===== src/design/fes_pkg.sv =====
package fes_pkg;

	// field widths
	localparam int unsigned PRESS_W  = 17;
	localparam int unsigned LIGHT_W  = 10;
	localparam int unsigned MARGIN_W = 12;
	localparam int unsigned PRESS_MAX = 131071;

	// default structure of the block
	localparam int unsigned PRESSURE_TAPS_DEF = 30;
	localparam int unsigned LIGHT_TAPS_DEF    = 30;
	localparam int unsigned STREAK_NEEDED_DEF = 3;

	// register reset values
	localparam logic [PRESS_W-1:0]  GROUND_RST  = 17'd101325;
	localparam logic [PRESS_W-1:0]  LIFTOFF_RST = 17'd100725;
	localparam logic [MARGIN_W-1:0] APOGEE_RST  = 12'd12;
	localparam logic [PRESS_W-1:0]  TETHER_RST  = 17'd98945;
	localparam logic [PRESS_W-1:0]  CHUTE_RST   = 17'd100129;
	localparam logic [LIGHT_W-1:0]  LBASE_RST   = 10'd0;
	localparam logic [LIGHT_W-1:0]  LMARGIN_RST = 10'd155;

	// apb register map, word index
	localparam int unsigned DATA_W = 32;
	localparam int unsigned ADDR_W = 5;

	typedef enum logic [2:0] {
		REG_GROUND  = 3'd0,
		REG_LIFTOFF = 3'd1,
		REG_APOGEE  = 3'd2,
		REG_TETHER  = 3'd3,
		REG_CHUTE   = 3'd4,
		REG_LBASE   = 3'd5,
		REG_LMARGIN = 3'd6
	} reg_idx_t;

	typedef struct packed {
		logic [PRESS_W-1:0]  ground_pressure;
		logic [PRESS_W-1:0]  liftoff_pressure;
		logic [MARGIN_W-1:0] apogee_margin;
		logic [PRESS_W-1:0]  tether_pressure;
		logic [PRESS_W-1:0]  chute_pressure;
		logic [LIGHT_W-1:0]  light_base;
		logic [LIGHT_W-1:0]  light_margin;
	} cfg_t;

	typedef struct packed {
		logic               pressure_valid;
		logic [PRESS_W-1:0] pressure_pa;
		logic [LIGHT_W-1:0] light_raw;
	} sample_t;

	typedef struct packed {
		logic [PRESS_W-1:0] average_pressure;
		logic               liftoff_seen;
		logic               apogee_seen;
		logic               nose_cone_seen;
		logic               camera_start;
		logic               tether_fire;
		logic               chute_fire;
	} result_t;

endpackage


===== src/design/fes_cell.sv =====
module fes_cell #(
	parameter int unsigned W = 17,
	parameter int unsigned RESET_VAL = 0
) (
	input  logic         clk,
	input  logic         arst_n,
	input  logic         shift,
	input  logic         load,
	input  logic [W-1:0] load_val,
	input  logic [W-1:0] d,
	output logic [W-1:0] q
);

	logic [W-1:0] val_q;

	always_ff @(posedge clk or negedge arst_n) begin
		if (!arst_n) begin
			val_q <= W'(RESET_VAL);
		end else if (load) begin
			val_q <= load_val;
		end else if (shift) begin
			val_q <= d;
		end
	end

	assign q = val_q;

endmodule


===== src/design/fes_window.sv =====
module fes_window #(
	parameter int unsigned W = 17,
	parameter int unsigned TAPS = 30,
	parameter int unsigned TOT_W = 22,
	parameter int unsigned RESET_VAL = 0
) (
	input  logic             clk,
	input  logic             arst_n,
	input  logic             shift,
	input  logic [W-1:0]     din,
	input  logic             load,
	input  logic [W-1:0]     load_val,
	output logic [TOT_W-1:0] total_next
);

	logic [W-1:0]     tap [TAPS];
	logic [TOT_W-1:0] total_q;

	// row of cells, newest sample enters at cell zero, oldest leaves the far end
	for (genvar i = 0; i < TAPS; i++) begin : g_cell
		logic [W-1:0] d_in;
		if (i == 0) begin : g_head
			assign d_in = din;
		end else begin : g_link
			assign d_in = tap[i-1];
		end
		fes_cell #(
			.W(W),
			.RESET_VAL(RESET_VAL)
		) u_cell (
			.clk     (clk),
			.arst_n  (arst_n),
			.shift   (shift),
			.load    (load),
			.load_val(load_val),
			.d       (d_in),
			.q       (tap[i])
		);
	end

	always_comb begin
		total_next = total_q;
		if (shift) begin
			total_next = total_q - TOT_W'(tap[TAPS-1]) + TOT_W'(din);
		end
	end

	always_ff @(posedge clk or negedge arst_n) begin
		if (!arst_n) begin
			total_q <= TOT_W'(TAPS * RESET_VAL);
		end else if (load) begin
			total_q <= TOT_W'(load_val) * TOT_W'(TAPS);
		end else begin
			total_q <= total_next;
		end
	end

endmodule


===== src/design/fes_events.sv =====
module fes_events #(
	parameter int unsigned STREAK_NEEDED = 3,
	parameter int unsigned LCMP_W = 18
) (
	input  logic                        clk,
	input  logic                        arst_n,
	input  logic                        advance,
	input  logic                        pv,
	input  logic [fes_pkg::PRESS_W-1:0] avg,
	input  logic [LCMP_W-1:0]           light_total,
	input  logic [LCMP_W-1:0]           light_thr,
	input  fes_pkg::cfg_t               cfg,
	output fes_pkg::result_t            res
);

	logic [fes_pkg::PRESS_W-1:0] lowest_q, lowest_n;
	logic [1:0]                  streak_q, streak_n;
	logic liftoff_q, apogee_q, nose_q, tether_q, chute_q;
	logic liftoff_n, apogee_n, nose_n, tether_n, chute_n;
	logic nose_hit, tether_hit, chute_hit;
	logic [fes_pkg::PRESS_W:0]   apogee_lim;

	always_comb begin
		lowest_n  = lowest_q;
		streak_n  = streak_q;
		liftoff_n = liftoff_q;
		if (pv) begin
			if (avg < lowest_q) begin
				lowest_n = avg;
			end
			if (!liftoff_q) begin
				if (avg < cfg.liftoff_pressure) begin
					streak_n  = (streak_q == 2'd3) ? streak_q : streak_q + 2'd1;
					liftoff_n = (streak_n >= 2'(STREAK_NEEDED));
				end else begin
					streak_n = 2'd0;
				end
			end
		end

		// full width, no wrap near the top of range
		apogee_lim = {1'b0, lowest_n} + (fes_pkg::PRESS_W+1)'(cfg.apogee_margin);
		apogee_n   = apogee_q || (liftoff_n && ({1'b0, avg} > apogee_lim));

		nose_hit   = !nose_q && (light_total > light_thr);
		nose_n     = nose_q || nose_hit;
		tether_hit = !tether_q && (avg < cfg.tether_pressure);
		tether_n   = tether_q || tether_hit;
		chute_hit  = !chute_q && tether_n && (avg > cfg.chute_pressure);
		chute_n    = chute_q || chute_hit;

		res.average_pressure = avg;
		res.liftoff_seen     = liftoff_n;
		res.apogee_seen      = apogee_n;
		res.nose_cone_seen   = nose_n;
		res.camera_start     = nose_hit;
		res.tether_fire      = tether_hit;
		res.chute_fire       = chute_hit;
	end

	always_ff @(posedge clk or negedge arst_n) begin
		if (!arst_n) begin
			lowest_q  <= fes_pkg::PRESS_W'(fes_pkg::PRESS_MAX);
			streak_q  <= 2'd0;
			liftoff_q <= 1'b0;
			apogee_q  <= 1'b0;
			nose_q    <= 1'b0;
			tether_q  <= 1'b0;
			chute_q   <= 1'b0;
		end else if (advance) begin
			lowest_q  <= lowest_n;
			streak_q  <= streak_n;
			liftoff_q <= liftoff_n;
			apogee_q  <= apogee_n;
			nose_q    <= nose_n;
			tether_q  <= tether_n;
			chute_q   <= chute_n;
		end
	end

`ifndef ASSERT_OFF
	a_apogee_after_liftoff: assert property (@(posedge clk) disable iff (!arst_n)
		apogee_q |-> liftoff_q)
		else $error("apogee flag without liftoff");

	a_chute_after_tether: assert property (@(posedge clk) disable iff (!arst_n)
		chute_q |-> tether_q)
		else $error("chute flag without tether release");

	a_tether_fires_once: assert property (@(posedge clk) disable iff (!arst_n)
		(advance && res.tether_fire) |=> tether_q)
		else $error("tether strobe did not latch its flag");
`endif

endmodule


===== src/design/flight_event_sequencer_core.sv =====
// channel  | valid         | stall         | payload                        | dir
// ---------+---------------+---------------+--------------------------------+----
// sample   | sample_valid  | sample_stall  | sample (pressure + light tick) | in
// result   | result_valid  | result_stall  | result (average, flags, fires) | out
// config   | psel/penable  | pready = 1    | paddr, pwdata, prdata          | in
//
// a tick passes from acceptance to result through window update, average
// multiply, event decision; one tick per cycle is accepted back to back unless stalled
// the average is a multiply by a reciprocal of the tap count, in a stage of its own
// reset restores the default registers, preloads every pressure cell with ground
// pressure and clears light cells and event flags; no clearing pass is needed
// a stalled result holds; the two inner stages keep filling until all three are full
module flight_event_sequencer_core #(
	parameter int unsigned PRESSURE_TAPS = fes_pkg::PRESSURE_TAPS_DEF,
	parameter int unsigned LIGHT_TAPS = fes_pkg::LIGHT_TAPS_DEF,
	parameter int unsigned LIFTOFF_STREAK_NEEDED = fes_pkg::STREAK_NEEDED_DEF
) (
	input  logic                       clk,
	input  logic                       arst_n,
	// tick requests
	input  logic                       sample_valid,
	output logic                       sample_stall,
	input  fes_pkg::sample_t           sample,
	// result requests
	output logic                       result_valid,
	input  logic                       result_stall,
	output fes_pkg::result_t           result,
	// register port
	input  logic                       psel,
	input  logic                       penable,
	input  logic                       pwrite,
	input  logic [fes_pkg::ADDR_W-1:0] paddr,
	input  logic [fes_pkg::DATA_W-1:0] pwdata,
	output logic [fes_pkg::DATA_W-1:0] prdata,
	output logic                       pready
);

	localparam int unsigned PW = fes_pkg::PRESS_W;
	localparam int unsigned LW = fes_pkg::LIGHT_W;
	// running sum widths
	localparam int unsigned PTOT_W = $clog2(PRESSURE_TAPS * fes_pkg::PRESS_MAX + 1);
	localparam int unsigned LTOT_W = $clog2(LIGHT_TAPS * ((1 << LW) - 1) + 1);
	localparam int unsigned FILL_W = $clog2(LIGHT_TAPS + 1);
	// light compare: (base + margin) * fill and the total both fit here
	localparam int unsigned LCMP_W = LW + 1 + FILL_W;
	// floor(total / taps) = (total * RECIP) >> DIV_SH, exact for every total
	localparam int unsigned DIV_SH = PTOT_W + $clog2(PRESSURE_TAPS);
	localparam longint unsigned RECIP =
		((64'd1 << DIV_SH) + PRESSURE_TAPS - 1) / PRESSURE_TAPS;
	localparam int unsigned RECIP_W = PTOT_W + 1;
	localparam int unsigned PROD_W = PTOT_W + RECIP_W;

	// configuration registers
	fes_pkg::cfg_t     cfg_q;
	fes_pkg::reg_idx_t reg_idx;
	logic              cfg_wr;
	logic              ground_load;

	assign pready  = 1'b1;
	assign reg_idx = fes_pkg::reg_idx_t'(paddr[fes_pkg::ADDR_W-1:2]);
	assign cfg_wr  = psel && penable && pwrite && pready;
	assign ground_load = cfg_wr && (reg_idx == fes_pkg::REG_GROUND);

	always_ff @(posedge clk or negedge arst_n) begin
		if (!arst_n) begin
			cfg_q.ground_pressure  <= fes_pkg::GROUND_RST;
			cfg_q.liftoff_pressure <= fes_pkg::LIFTOFF_RST;
			cfg_q.apogee_margin    <= fes_pkg::APOGEE_RST;
			cfg_q.tether_pressure  <= fes_pkg::TETHER_RST;
			cfg_q.chute_pressure   <= fes_pkg::CHUTE_RST;
			cfg_q.light_base       <= fes_pkg::LBASE_RST;
			cfg_q.light_margin     <= fes_pkg::LMARGIN_RST;
		end else if (cfg_wr) begin
			case (reg_idx)
				fes_pkg::REG_GROUND:  cfg_q.ground_pressure  <= pwdata[PW-1:0];
				fes_pkg::REG_LIFTOFF: cfg_q.liftoff_pressure <= pwdata[PW-1:0];
				fes_pkg::REG_APOGEE:  cfg_q.apogee_margin    <= pwdata[fes_pkg::MARGIN_W-1:0];
				fes_pkg::REG_TETHER:  cfg_q.tether_pressure  <= pwdata[PW-1:0];
				fes_pkg::REG_CHUTE:   cfg_q.chute_pressure   <= pwdata[PW-1:0];
				fes_pkg::REG_LBASE:   cfg_q.light_base       <= pwdata[LW-1:0];
				fes_pkg::REG_LMARGIN: cfg_q.light_margin     <= pwdata[LW-1:0];
				default: ;
			endcase
		end
	end

	always_comb begin
		case (reg_idx)
			fes_pkg::REG_GROUND:  prdata = fes_pkg::DATA_W'(cfg_q.ground_pressure);
			fes_pkg::REG_LIFTOFF: prdata = fes_pkg::DATA_W'(cfg_q.liftoff_pressure);
			fes_pkg::REG_APOGEE:  prdata = fes_pkg::DATA_W'(cfg_q.apogee_margin);
			fes_pkg::REG_TETHER:  prdata = fes_pkg::DATA_W'(cfg_q.tether_pressure);
			fes_pkg::REG_CHUTE:   prdata = fes_pkg::DATA_W'(cfg_q.chute_pressure);
			fes_pkg::REG_LBASE:   prdata = fes_pkg::DATA_W'(cfg_q.light_base);
			fes_pkg::REG_LMARGIN: prdata = fes_pkg::DATA_W'(cfg_q.light_margin);
			default:              prdata = '0;
		endcase
	end

	// pipeline control: each stage moves when the one after it is empty or moving
	logic v_s1, v_s2, result_valid_q;
	logic en1, en2, en3, accept;

	assign en3          = !result_valid_q || !result_stall;
	assign en2          = !v_s2 || en3;
	assign en1          = !v_s1 || en2;
	assign sample_stall = !en1;
	assign accept       = sample_valid && en1;

	// stage 1: windows shift, running sums update
	logic [PTOT_W-1:0] ptot_next;
	logic [LTOT_W-1:0] ltot_next;
	logic [FILL_W-1:0] fill_q, fill_next;

	fes_window #(
		.W(PW),
		.TAPS(PRESSURE_TAPS),
		.TOT_W(PTOT_W),
		.RESET_VAL(int'(fes_pkg::GROUND_RST))
	) u_press_win (
		.clk       (clk),
		.arst_n    (arst_n),
		.shift     (accept && sample.pressure_valid),
		.din       (sample.pressure_pa),
		.load      (ground_load),
		.load_val  (pwdata[PW-1:0]),
		.total_next(ptot_next)
	);

	fes_window #(
		.W(LW),
		.TAPS(LIGHT_TAPS),
		.TOT_W(LTOT_W),
		.RESET_VAL(0)
	) u_light_win (
		.clk       (clk),
		.arst_n    (arst_n),
		.shift     (accept),
		.din       (sample.light_raw),
		.load      (1'b0),
		.load_val  ('0),
		.total_next(ltot_next)
	);

	// light average is over the samples seen so far until the window is full
	assign fill_next = (fill_q == FILL_W'(LIGHT_TAPS)) ? fill_q : fill_q + FILL_W'(1);

	always_ff @(posedge clk or negedge arst_n) begin
		if (!arst_n) begin
			fill_q <= '0;
		end else if (accept) begin
			fill_q <= fill_next;
		end
	end

	logic              pv_s1;
	logic [PTOT_W-1:0] ptot_s1;
	logic [LTOT_W-1:0] ltot_s1;
	logic [FILL_W-1:0] fill_s1;

	always_ff @(posedge clk or negedge arst_n) begin
		if (!arst_n) begin
			v_s1 <= 1'b0;
		end else if (en1) begin
			v_s1 <= accept;
		end
	end

	always_ff @(posedge clk) begin
		if (accept) begin
			pv_s1   <= sample.pressure_valid;
			ptot_s1 <= ptot_next;
			ltot_s1 <= ltot_next;
			fill_s1 <= fill_next;
		end
	end

	// stage 2: average by reciprocal multiply, light threshold scaled by fill
	logic [PROD_W-1:0] avg_prod;
	logic [LW:0]       light_lvl;
	logic              pv_s2;
	logic [PW-1:0]     avg_s2;
	logic [LCMP_W-1:0] ltot_s2, thr_s2;

	assign avg_prod  = PROD_W'(ptot_s1) * PROD_W'(RECIP_W'(RECIP));
	assign light_lvl = {1'b0, cfg_q.light_base} + {1'b0, cfg_q.light_margin};

	always_ff @(posedge clk or negedge arst_n) begin
		if (!arst_n) begin
			v_s2 <= 1'b0;
		end else if (en2) begin
			v_s2 <= v_s1;
		end
	end

	always_ff @(posedge clk) begin
		if (en2 && v_s1) begin
			pv_s2   <= pv_s1;
			avg_s2  <= PW'(avg_prod >> DIV_SH);
			ltot_s2 <= LCMP_W'(ltot_s1);
			thr_s2  <= LCMP_W'(light_lvl) * LCMP_W'(fill_s1);
		end
	end

	// stage 3: event decisions in flight order, result register
	fes_pkg::result_t res_next, result_q;

	fes_events #(
		.STREAK_NEEDED(LIFTOFF_STREAK_NEEDED),
		.LCMP_W(LCMP_W)
	) u_events (
		.clk        (clk),
		.arst_n     (arst_n),
		.advance    (en3 && v_s2),
		.pv         (pv_s2),
		.avg        (avg_s2),
		.light_total(ltot_s2),
		.light_thr  (thr_s2),
		.cfg        (cfg_q),
		.res        (res_next)
	);

	always_ff @(posedge clk or negedge arst_n) begin
		if (!arst_n) begin
			result_valid_q <= 1'b0;
		end else if (en3) begin
			result_valid_q <= v_s2;
		end
	end

	always_ff @(posedge clk) begin
		if (en3 && v_s2) begin
			result_q <= res_next;
		end
	end

	assign result_valid = result_valid_q;
	assign result       = result_q;

`ifndef ASSERT_OFF
	a_stall_only_when_full: assert property (@(posedge clk) disable iff (!arst_n)
		sample_stall |-> (v_s1 && v_s2 && result_valid_q && result_stall))
		else $error("tick request stalled with room in the pipeline");

	a_camera_with_nose: assert property (@(posedge clk) disable iff (!arst_n)
		(result_valid && result.camera_start) |-> result.nose_cone_seen)
		else $error("camera strobe without nose cone flag");

	a_tether_below_limit: assert property (@(posedge clk) disable iff (!arst_n)
		(result_valid && result.tether_fire) |->
			(result.average_pressure < cfg_q.tether_pressure))
		else $error("tether fired above its pressure");
`endif

endmodule

===== config.mk =====
export PLATFORM = sky130hd
export DESIGN_NAME = flight_event_sequencer_core
export DESIGN_NICKNAME = d
export VERILOG_FILES = /design/src/design/fes_pkg.sv /design/src/design/fes_cell.sv /design/src/design/fes_window.sv /design/src/design/fes_events.sv /design/src/design/flight_event_sequencer_core.sv
export SDC_FILE = /design/constraint.sdc
export NUM_CORES = 2
export LEC_CHECK = 0
export BUFFER_PORTS_ARGS = -buffer_cell sky130_fd_sc_hd__buf_4
export CAP_MARGIN = 20
export CORE_ASPECT_RATIO = 0.75
export CORE_MARGIN = 2
export CORE_UTILIZATION = 43
export DETAILED_ROUTE_END_ITERATION = 6
export MAX_ROUTING_LAYER = met4
export PLACE_DENSITY = 0.67
export RECOVER_POWER = 25
export SYNTH_ARGS = -nofsm -noshare
export SYNTH_HDL_FRONTEND = slang
export SYNTH_SLANG_ARGS = --single-unit
export TNS_END_PERCENT = 50

===== constraint.sdc =====
create_clock -name clk -period 12.85 [get_ports clk]
set_input_delay 1.285 -clock clk [delete_from_list [all_inputs] [get_ports clk]]
set_output_delay 1.285 -clock clk [all_outputs]
set_load 0.02 [all_outputs]

# Word-level counts from Yosys, hierarchy flattened
# Index checks and enable logic that the tools add are counted.
[word_totals]
word_cells = 231
ff_bits = 1094
[op_classes]
eq_ne = 8
bitwise = 1
order_cmp = 7
mux = 72
n_reduce_logical = 37
addsub = 8
n_mul = 3
[ops]
columns = ["cell", "n"]
rows = [
  ["17-bit two-way mux", 62],
  ["17-bit case mux with 7 select lines", 1],
  ["17-bit < comparator", 3],
  ["22-bit by 23-bit multiplier with 44-bit output, second input constant", 1],
  ["22-bit two-way mux", 2],
  ["22-bit by 17-bit adder with 22-bit output", 1],
  ["22-bit by 17-bit subtractor with 22-bit output", 1],
  ["17-bit by 4-bit multiplier with 21-bit output, second input constant", 1],
  ["17-bit by 12-bit adder with 18-bit output", 1],
  ["17-bit by 18-bit > comparator with 1-bit output", 1],
  ["17-bit > comparator", 1],
  ["15-bit by 16-bit > comparator with 1-bit output", 1],
  ["11-bit by 5-bit multiplier with 16-bit output", 1],
  ["15-bit by 10-bit adder with 15-bit output", 1],
  ["15-bit two-way mux", 1],
  ["15-bit by 10-bit subtractor with 15-bit output", 1],
  ["2-bit AND reduction", 7],
  ["1-bit logical AND", 12],
  ["10-bit by 10-bit adder with 11-bit output", 1],
  ["3-bit equality test, second input constant", 3],
  ["1-bit zero test", 8],
  ["1-bit logical OR", 7],
  ["3-bit by 2-bit equality test with 1-bit output, second input constant", 2],
  ["5-bit by 1-bit adder with 5-bit output, second input constant", 1],
  ["12 further kinds", 15],
]

# Longest topological paths before layout
[depth]
depth_word = 8
ltp_mapped = 29
ltp_nobuf = 28

# Cells and area by module
# Synthesis repeated with hierarchy kept, for this count alone.
[hier_totals]
cells_unflattened = 6076
area_unflattened_um2 = 64763.4
[by_module_without_submodules]
columns = ["mod", "area_per_inst_um2", "cells_each", "n_inst"]
rows = [
  ["fes_cell at u_press_win.g_cell[0].u_cell ...", 805.8, 73, 30],
  ["flight_event_sequencer_core", 15164.5, 1229, 1],
  ["fes_cell at u_light_win.g_cell[0].u_cell ...", 462.9, 43, 30],
  ["fes_events", 4526.8, 543, 1],
  ["fes_window at u_press_win", 4305.4, 508, 1],
  ["fes_window at u_light_win", 2705.1, 316, 1],
]

# Worst setup path after synthesis
# Ideal clock, no wire load.
[synth_timing]
path_type = "register -> register"
startpoint = "reg u_events.lowest_q[2] (netlist bit)"
endpoint = "reg result_q (netlist bit result[4]), data pin"
path_stages_with_launch = 30
t_required_ns = 12.590
t_arrival_ns = 5.232
slack_ns = 7.357
n_path_buf = 1
cell_sequence = "dfstp_2 -> inv_1 -> ha_1 -> o21a_1 -> o21ai_0 -> a21oi_1 -> o2111ai_1 -> a211o_1 -> a2bb2oi_2 -> buf_4 -> mux2_2 -> ha_1 -> a21o_1 -> a21oi_1 -> nand2b_1 -> a21oi_1 -> o41ai_2 -> o21bai_1 -> a21oi_1 -> xor2_1 -> ha_1 -> a21o_1 -> a21o_1 -> a21oi_1 -> nor2b_1 -> o21ai_0 -> nand2_1 -> a21o_1 -> o2111ai_1 -> nand2b_1"
[synth_between]
elab_chain_cells = 7
[synth_lines]
columns = ["element", "line", "rtl"]
rows = [
  ["start, declared", "fes_events.sv:16", "logic [fes_pkg::PRESS_W-1:0] lowest_q, lowest_n;"],
  ["start signal, assigned", "fes_events.sv:63", "lowest_q <= fes_pkg::PRESS_W'(fes_pkg::PRESS_MAX);"],
  ["start signal, assigned", "fes_events.sv:71", "lowest_q <= lowest_n;"],
  ["17-bit < comparator", "fes_events.sv:28", "if (avg < lowest_q) begin"],
  ["17-bit two-way mux", "fes_events.sv:28", ""],
  ["17-bit two-way mux", "fes_events.sv:27", "if (pv) begin"],
  ["named net u_events.lowest_n, one bit", "fes_events.sv:16", ""],
  ["17-bit by 12-bit adder with 18-bit output", "fes_events.sv:42", "apogee_lim = {1'b0, lowest_n} + (fes_pkg::PRESS_W+1)'(cfg.apogee_margin);"],
  ["17-bit by 18-bit > comparator with 1-bit output", "fes_events.sv:43", "apogee_n = apogee_q || (liftoff_n && ({1'b0, avg} > apogee_lim));"],
  ["1-bit logical AND", "fes_events.sv:43", ""],
  ["1-bit logical OR", "fes_events.sv:43", ""],
  ["named net u_events.apogee_n", "fes_events.sv:19", "logic liftoff_n, apogee_n, nose_n, tether_n, chute_n;"],
  ["end signal, assigned", "flight_event_sequencer_core.sv:233", "result_q <= res_next;"],
  ["end, declared", "flight_event_sequencer_core.sv:206", "fes_pkg::result_t res_next, result_q;"],
]
# The timed path passes the listed nets, and every way through them passes these cells.
# A chain may end at the register's enable or synchronous reset.

==> impl_metrics.ini <==
[worst_setup_path]
crit_top_cell = buf_4
cp_max_fo = 123
crit_path_top_delay_cell = clkbuf_1
slowest_delay_ns = 4.56
r2r_cells = 26
crit_type = in2async
worstPathCellList = clkbuf_1, buf_4, buf_4
cp.required_ns = 13.56
endpoint_kind = asynchronous set/reset pin
start_kind = input pin
crit_arrival_ns = 8.26

[yosys]
synth_cell_type_count = 85
yosys_warnings = 0
synth_ff_type = dfrtp_1
ys_seq_elements = 1094
synth_common_cells = nand2_1, dfrtp_1, a31oi_1
async_flop_share_pct = 89.5
synthCells = 5955
synth_area_leaders = dfrtp_1, dfstp_2, nand2_1, ha_1, edfxtp_1
synth_top_area_share_pct = 27.1
synth_edf_count = 115
syn_area_um2 = 56800
synth_most_common_cell = nand2_1
synth_top_area_cell = dfrtp_1
syn_area_per_cell_um2 = 9.54
ys_seq_area_share_pct = 50.0

[placement]
gp_congestion = 0.898
hpwl_mm = 78.2
io_buffers = 96
place_area_um2 = 58900

[cts]
cts.clk_slew.worst_paths_ns = 0.06
cts_resized = 0
cts_buffer_depth = 3
ctsHoldBuffers = 0
clock_latency_ns = 0.73
cts_tree = built
htreeDepth = 3
cts.sinks = 1094
cts_setup_buffers = 0
clockRootBuffer = clkbuf_16
cts_made_buffers = 106

[sta]
finClkSkew_ns = 0.0345
setup_viol = 0
slew_viol_final = 380
worst_pin_slew_ns = 6.84
fin_hold_ws_ns = 0.417
clock.fmax_mhz = 133
finalHoldViolCount = 0
rsz0062_at_grt = false
setup_tns_ns = 0
period_minus_slack_ns = 7.55
post-route-period-util_pct = 58.7
relSlewSlack_pct = -356

[power]
swShare_pct = 40.8
p_clk_share_pct = 17.1
comb_power_share_pct = 52.8
power_leakage_nw = 29.3
internal_power_mw = 11.1
p_per_area_nw_per_um2 = 301
seqPwrFrac_pct = 30.2
vdd_drop_max_mv = 0.626
p_total_mw = 18.8
power_switching_mw = 7.69

[hold_path]
hold_path_depth = 0
hold_class = reg2reg

[die]
io_pins = 130
die_h_um = 319
die-area_um2 = 135000
floorplan.initialDensity_pct = 43.3
rows = 115
core_um2 = 131000
die_x_um = 424

[finish]
layout.nets = 6469
area_growth_pct = 10.3
stdcell_area_um2 = 62600
layout-drive-gt1-share_pct = 13.5

[run_status]
violations = antenna violations, max-capacitance violations, max-slew violations
outcome = complete, but fails checks

[routing]
routed_wl_mm = 122
drc = 0
viasPerCell = 5.29
vias = 40900
ant_nets = 1
drtIter0Drc = 3818
drt-pass1-iter-count = 6
post_drt_wl_per_cell_um = 15.8

[global_routing]
antenna_found_initial = 1
grt_pass1_wl_mm = 204
grt_max_degree = 242
grt_pass1_vias = 38900
grt-ovfl-total = 0
gr-usage-all-layers_pct = 18.6

[job]
cap_viol_max_count = 6
## layout by cell type (no fill, tap or decap), types with 31 or more instances in the layout
cell type	n
a31oi_1	519
clkbuf_1	41
clkbuf_16	114
a21o_1	64
mux2_2	79
xnor2_1	61
nor3_1	31
nand3_1	38
nor2_1	83
xor2_1	39
fa_1	148
buf_4	123
ha_1	373
nand2_1	2119
edfxtp_1	115
o21ai_0	142
a21oi_1	120
inv_1	366
dfrtp_1	615
dfstp_2	363
## area by class of cell
type | instances | area, µm²
clock inverter | 34 | 372
inverter | 368 | 1390
timing repair buffer | 150 | 1310
antenna | 6 | 15.0
fill | 12100 | 68400
tap | 1755 | 2200
clock buffer | 165 | 3220
multi-input combinational | 4156 | 25700
sequential | 1094 | 28400
## cells by family after synthesis
family,Yosys count,synth area share (%)
XOR/XNOR,101,1.57
adder cells (fa/ha/maj),521,13.4
flip-flops,1094,50.0
other,2,0.0132
multiplexers,108,2.23
AO/OA/AOI/OAI,987,11.0
AND/OR/NAND/NOR,2423,16.9
buffers and inverters,719,4.87
## through the flow
stage,worst slack (ns),utilization [%],cells
after global placement,6.74,44.9,7510
after detailed placement,6.63,44.9,7512
final,5.30,47.8,7728
after global routing,3.88,47.8,7722
after CTS,6.62,47.7,7711
after floorplan,7.36,-,5969
## routing by layer
metal  vias up  routed length [µm]  global-route usage [%]  part of all wire [%]
met3       179                6900                    3.27                   5.6
met5         -                   0                       -                     0
met1     20200               59500                    27.7                    49
li1      19600                   -                       -                     -
met4         0                2340                    4.26                   1.9
met2       884               53500                    26.5                    44
## power groups by stage
stage	registers, mW	logic, mW	clock network (mW)
CTS	5.67	9.99	3.30
floorplan	5.50	7.76	0
global route	5.81	11.4	3.44
finish	5.68	9.94	3.21
detailed placement	5.71	9.87	0
global placement	5.69	9.62	0
## critical path: cells and delay by family
kind | cells | cell delay [ns]
buffers and inverters | 3 | 6.64
## registers in the layout (all words and copies together), names as in the netlist, 2 cells and up
register,count
u_press_win.g_cell.u_cell.q,510
u_light_win.g_cell.u_cell.q,300
cfg_q,100
result,23
ptot_s1,22
u_press_win.total_q,22
avg_s2,17
u_events.lowest_q,17
thr_s2,16
ltot_s1,15
ltot_s2,15
u_light_win.total_q,15
fill_q,5
fill_s1,5
u_events.streak_q,2
## path summary, 6_finish.rpt
kind	to	slack, ns	start
setup / recovery	u_press_win.g_cell[14].u_cell.q[13]$_DFFE_PN0P_	5.30	arst_n
hold / removal	ltot_s2[12]$_DFFE_PP_	0.42	ltot_s1[12]$_DFFE_PP_
setup reg to reg	result[4]$_DFFE_PP_	6.63	avg_s2[15]$_DFFE_PP_
hold reg to reg	ltot_s2[12]$_DFFE_PP_	0.42	ltot_s1[12]$_DFFE_PP_
max in group clk	u_press_win.g_cell[4].u_cell.q[10]$_DFFE_PN0P_	6.10	paddr[2]
min in group asynchronous	u_light_win.total_q[13]$_DFF_PN0_	3.06	arst_n
(Power assumes the default switching activity.)
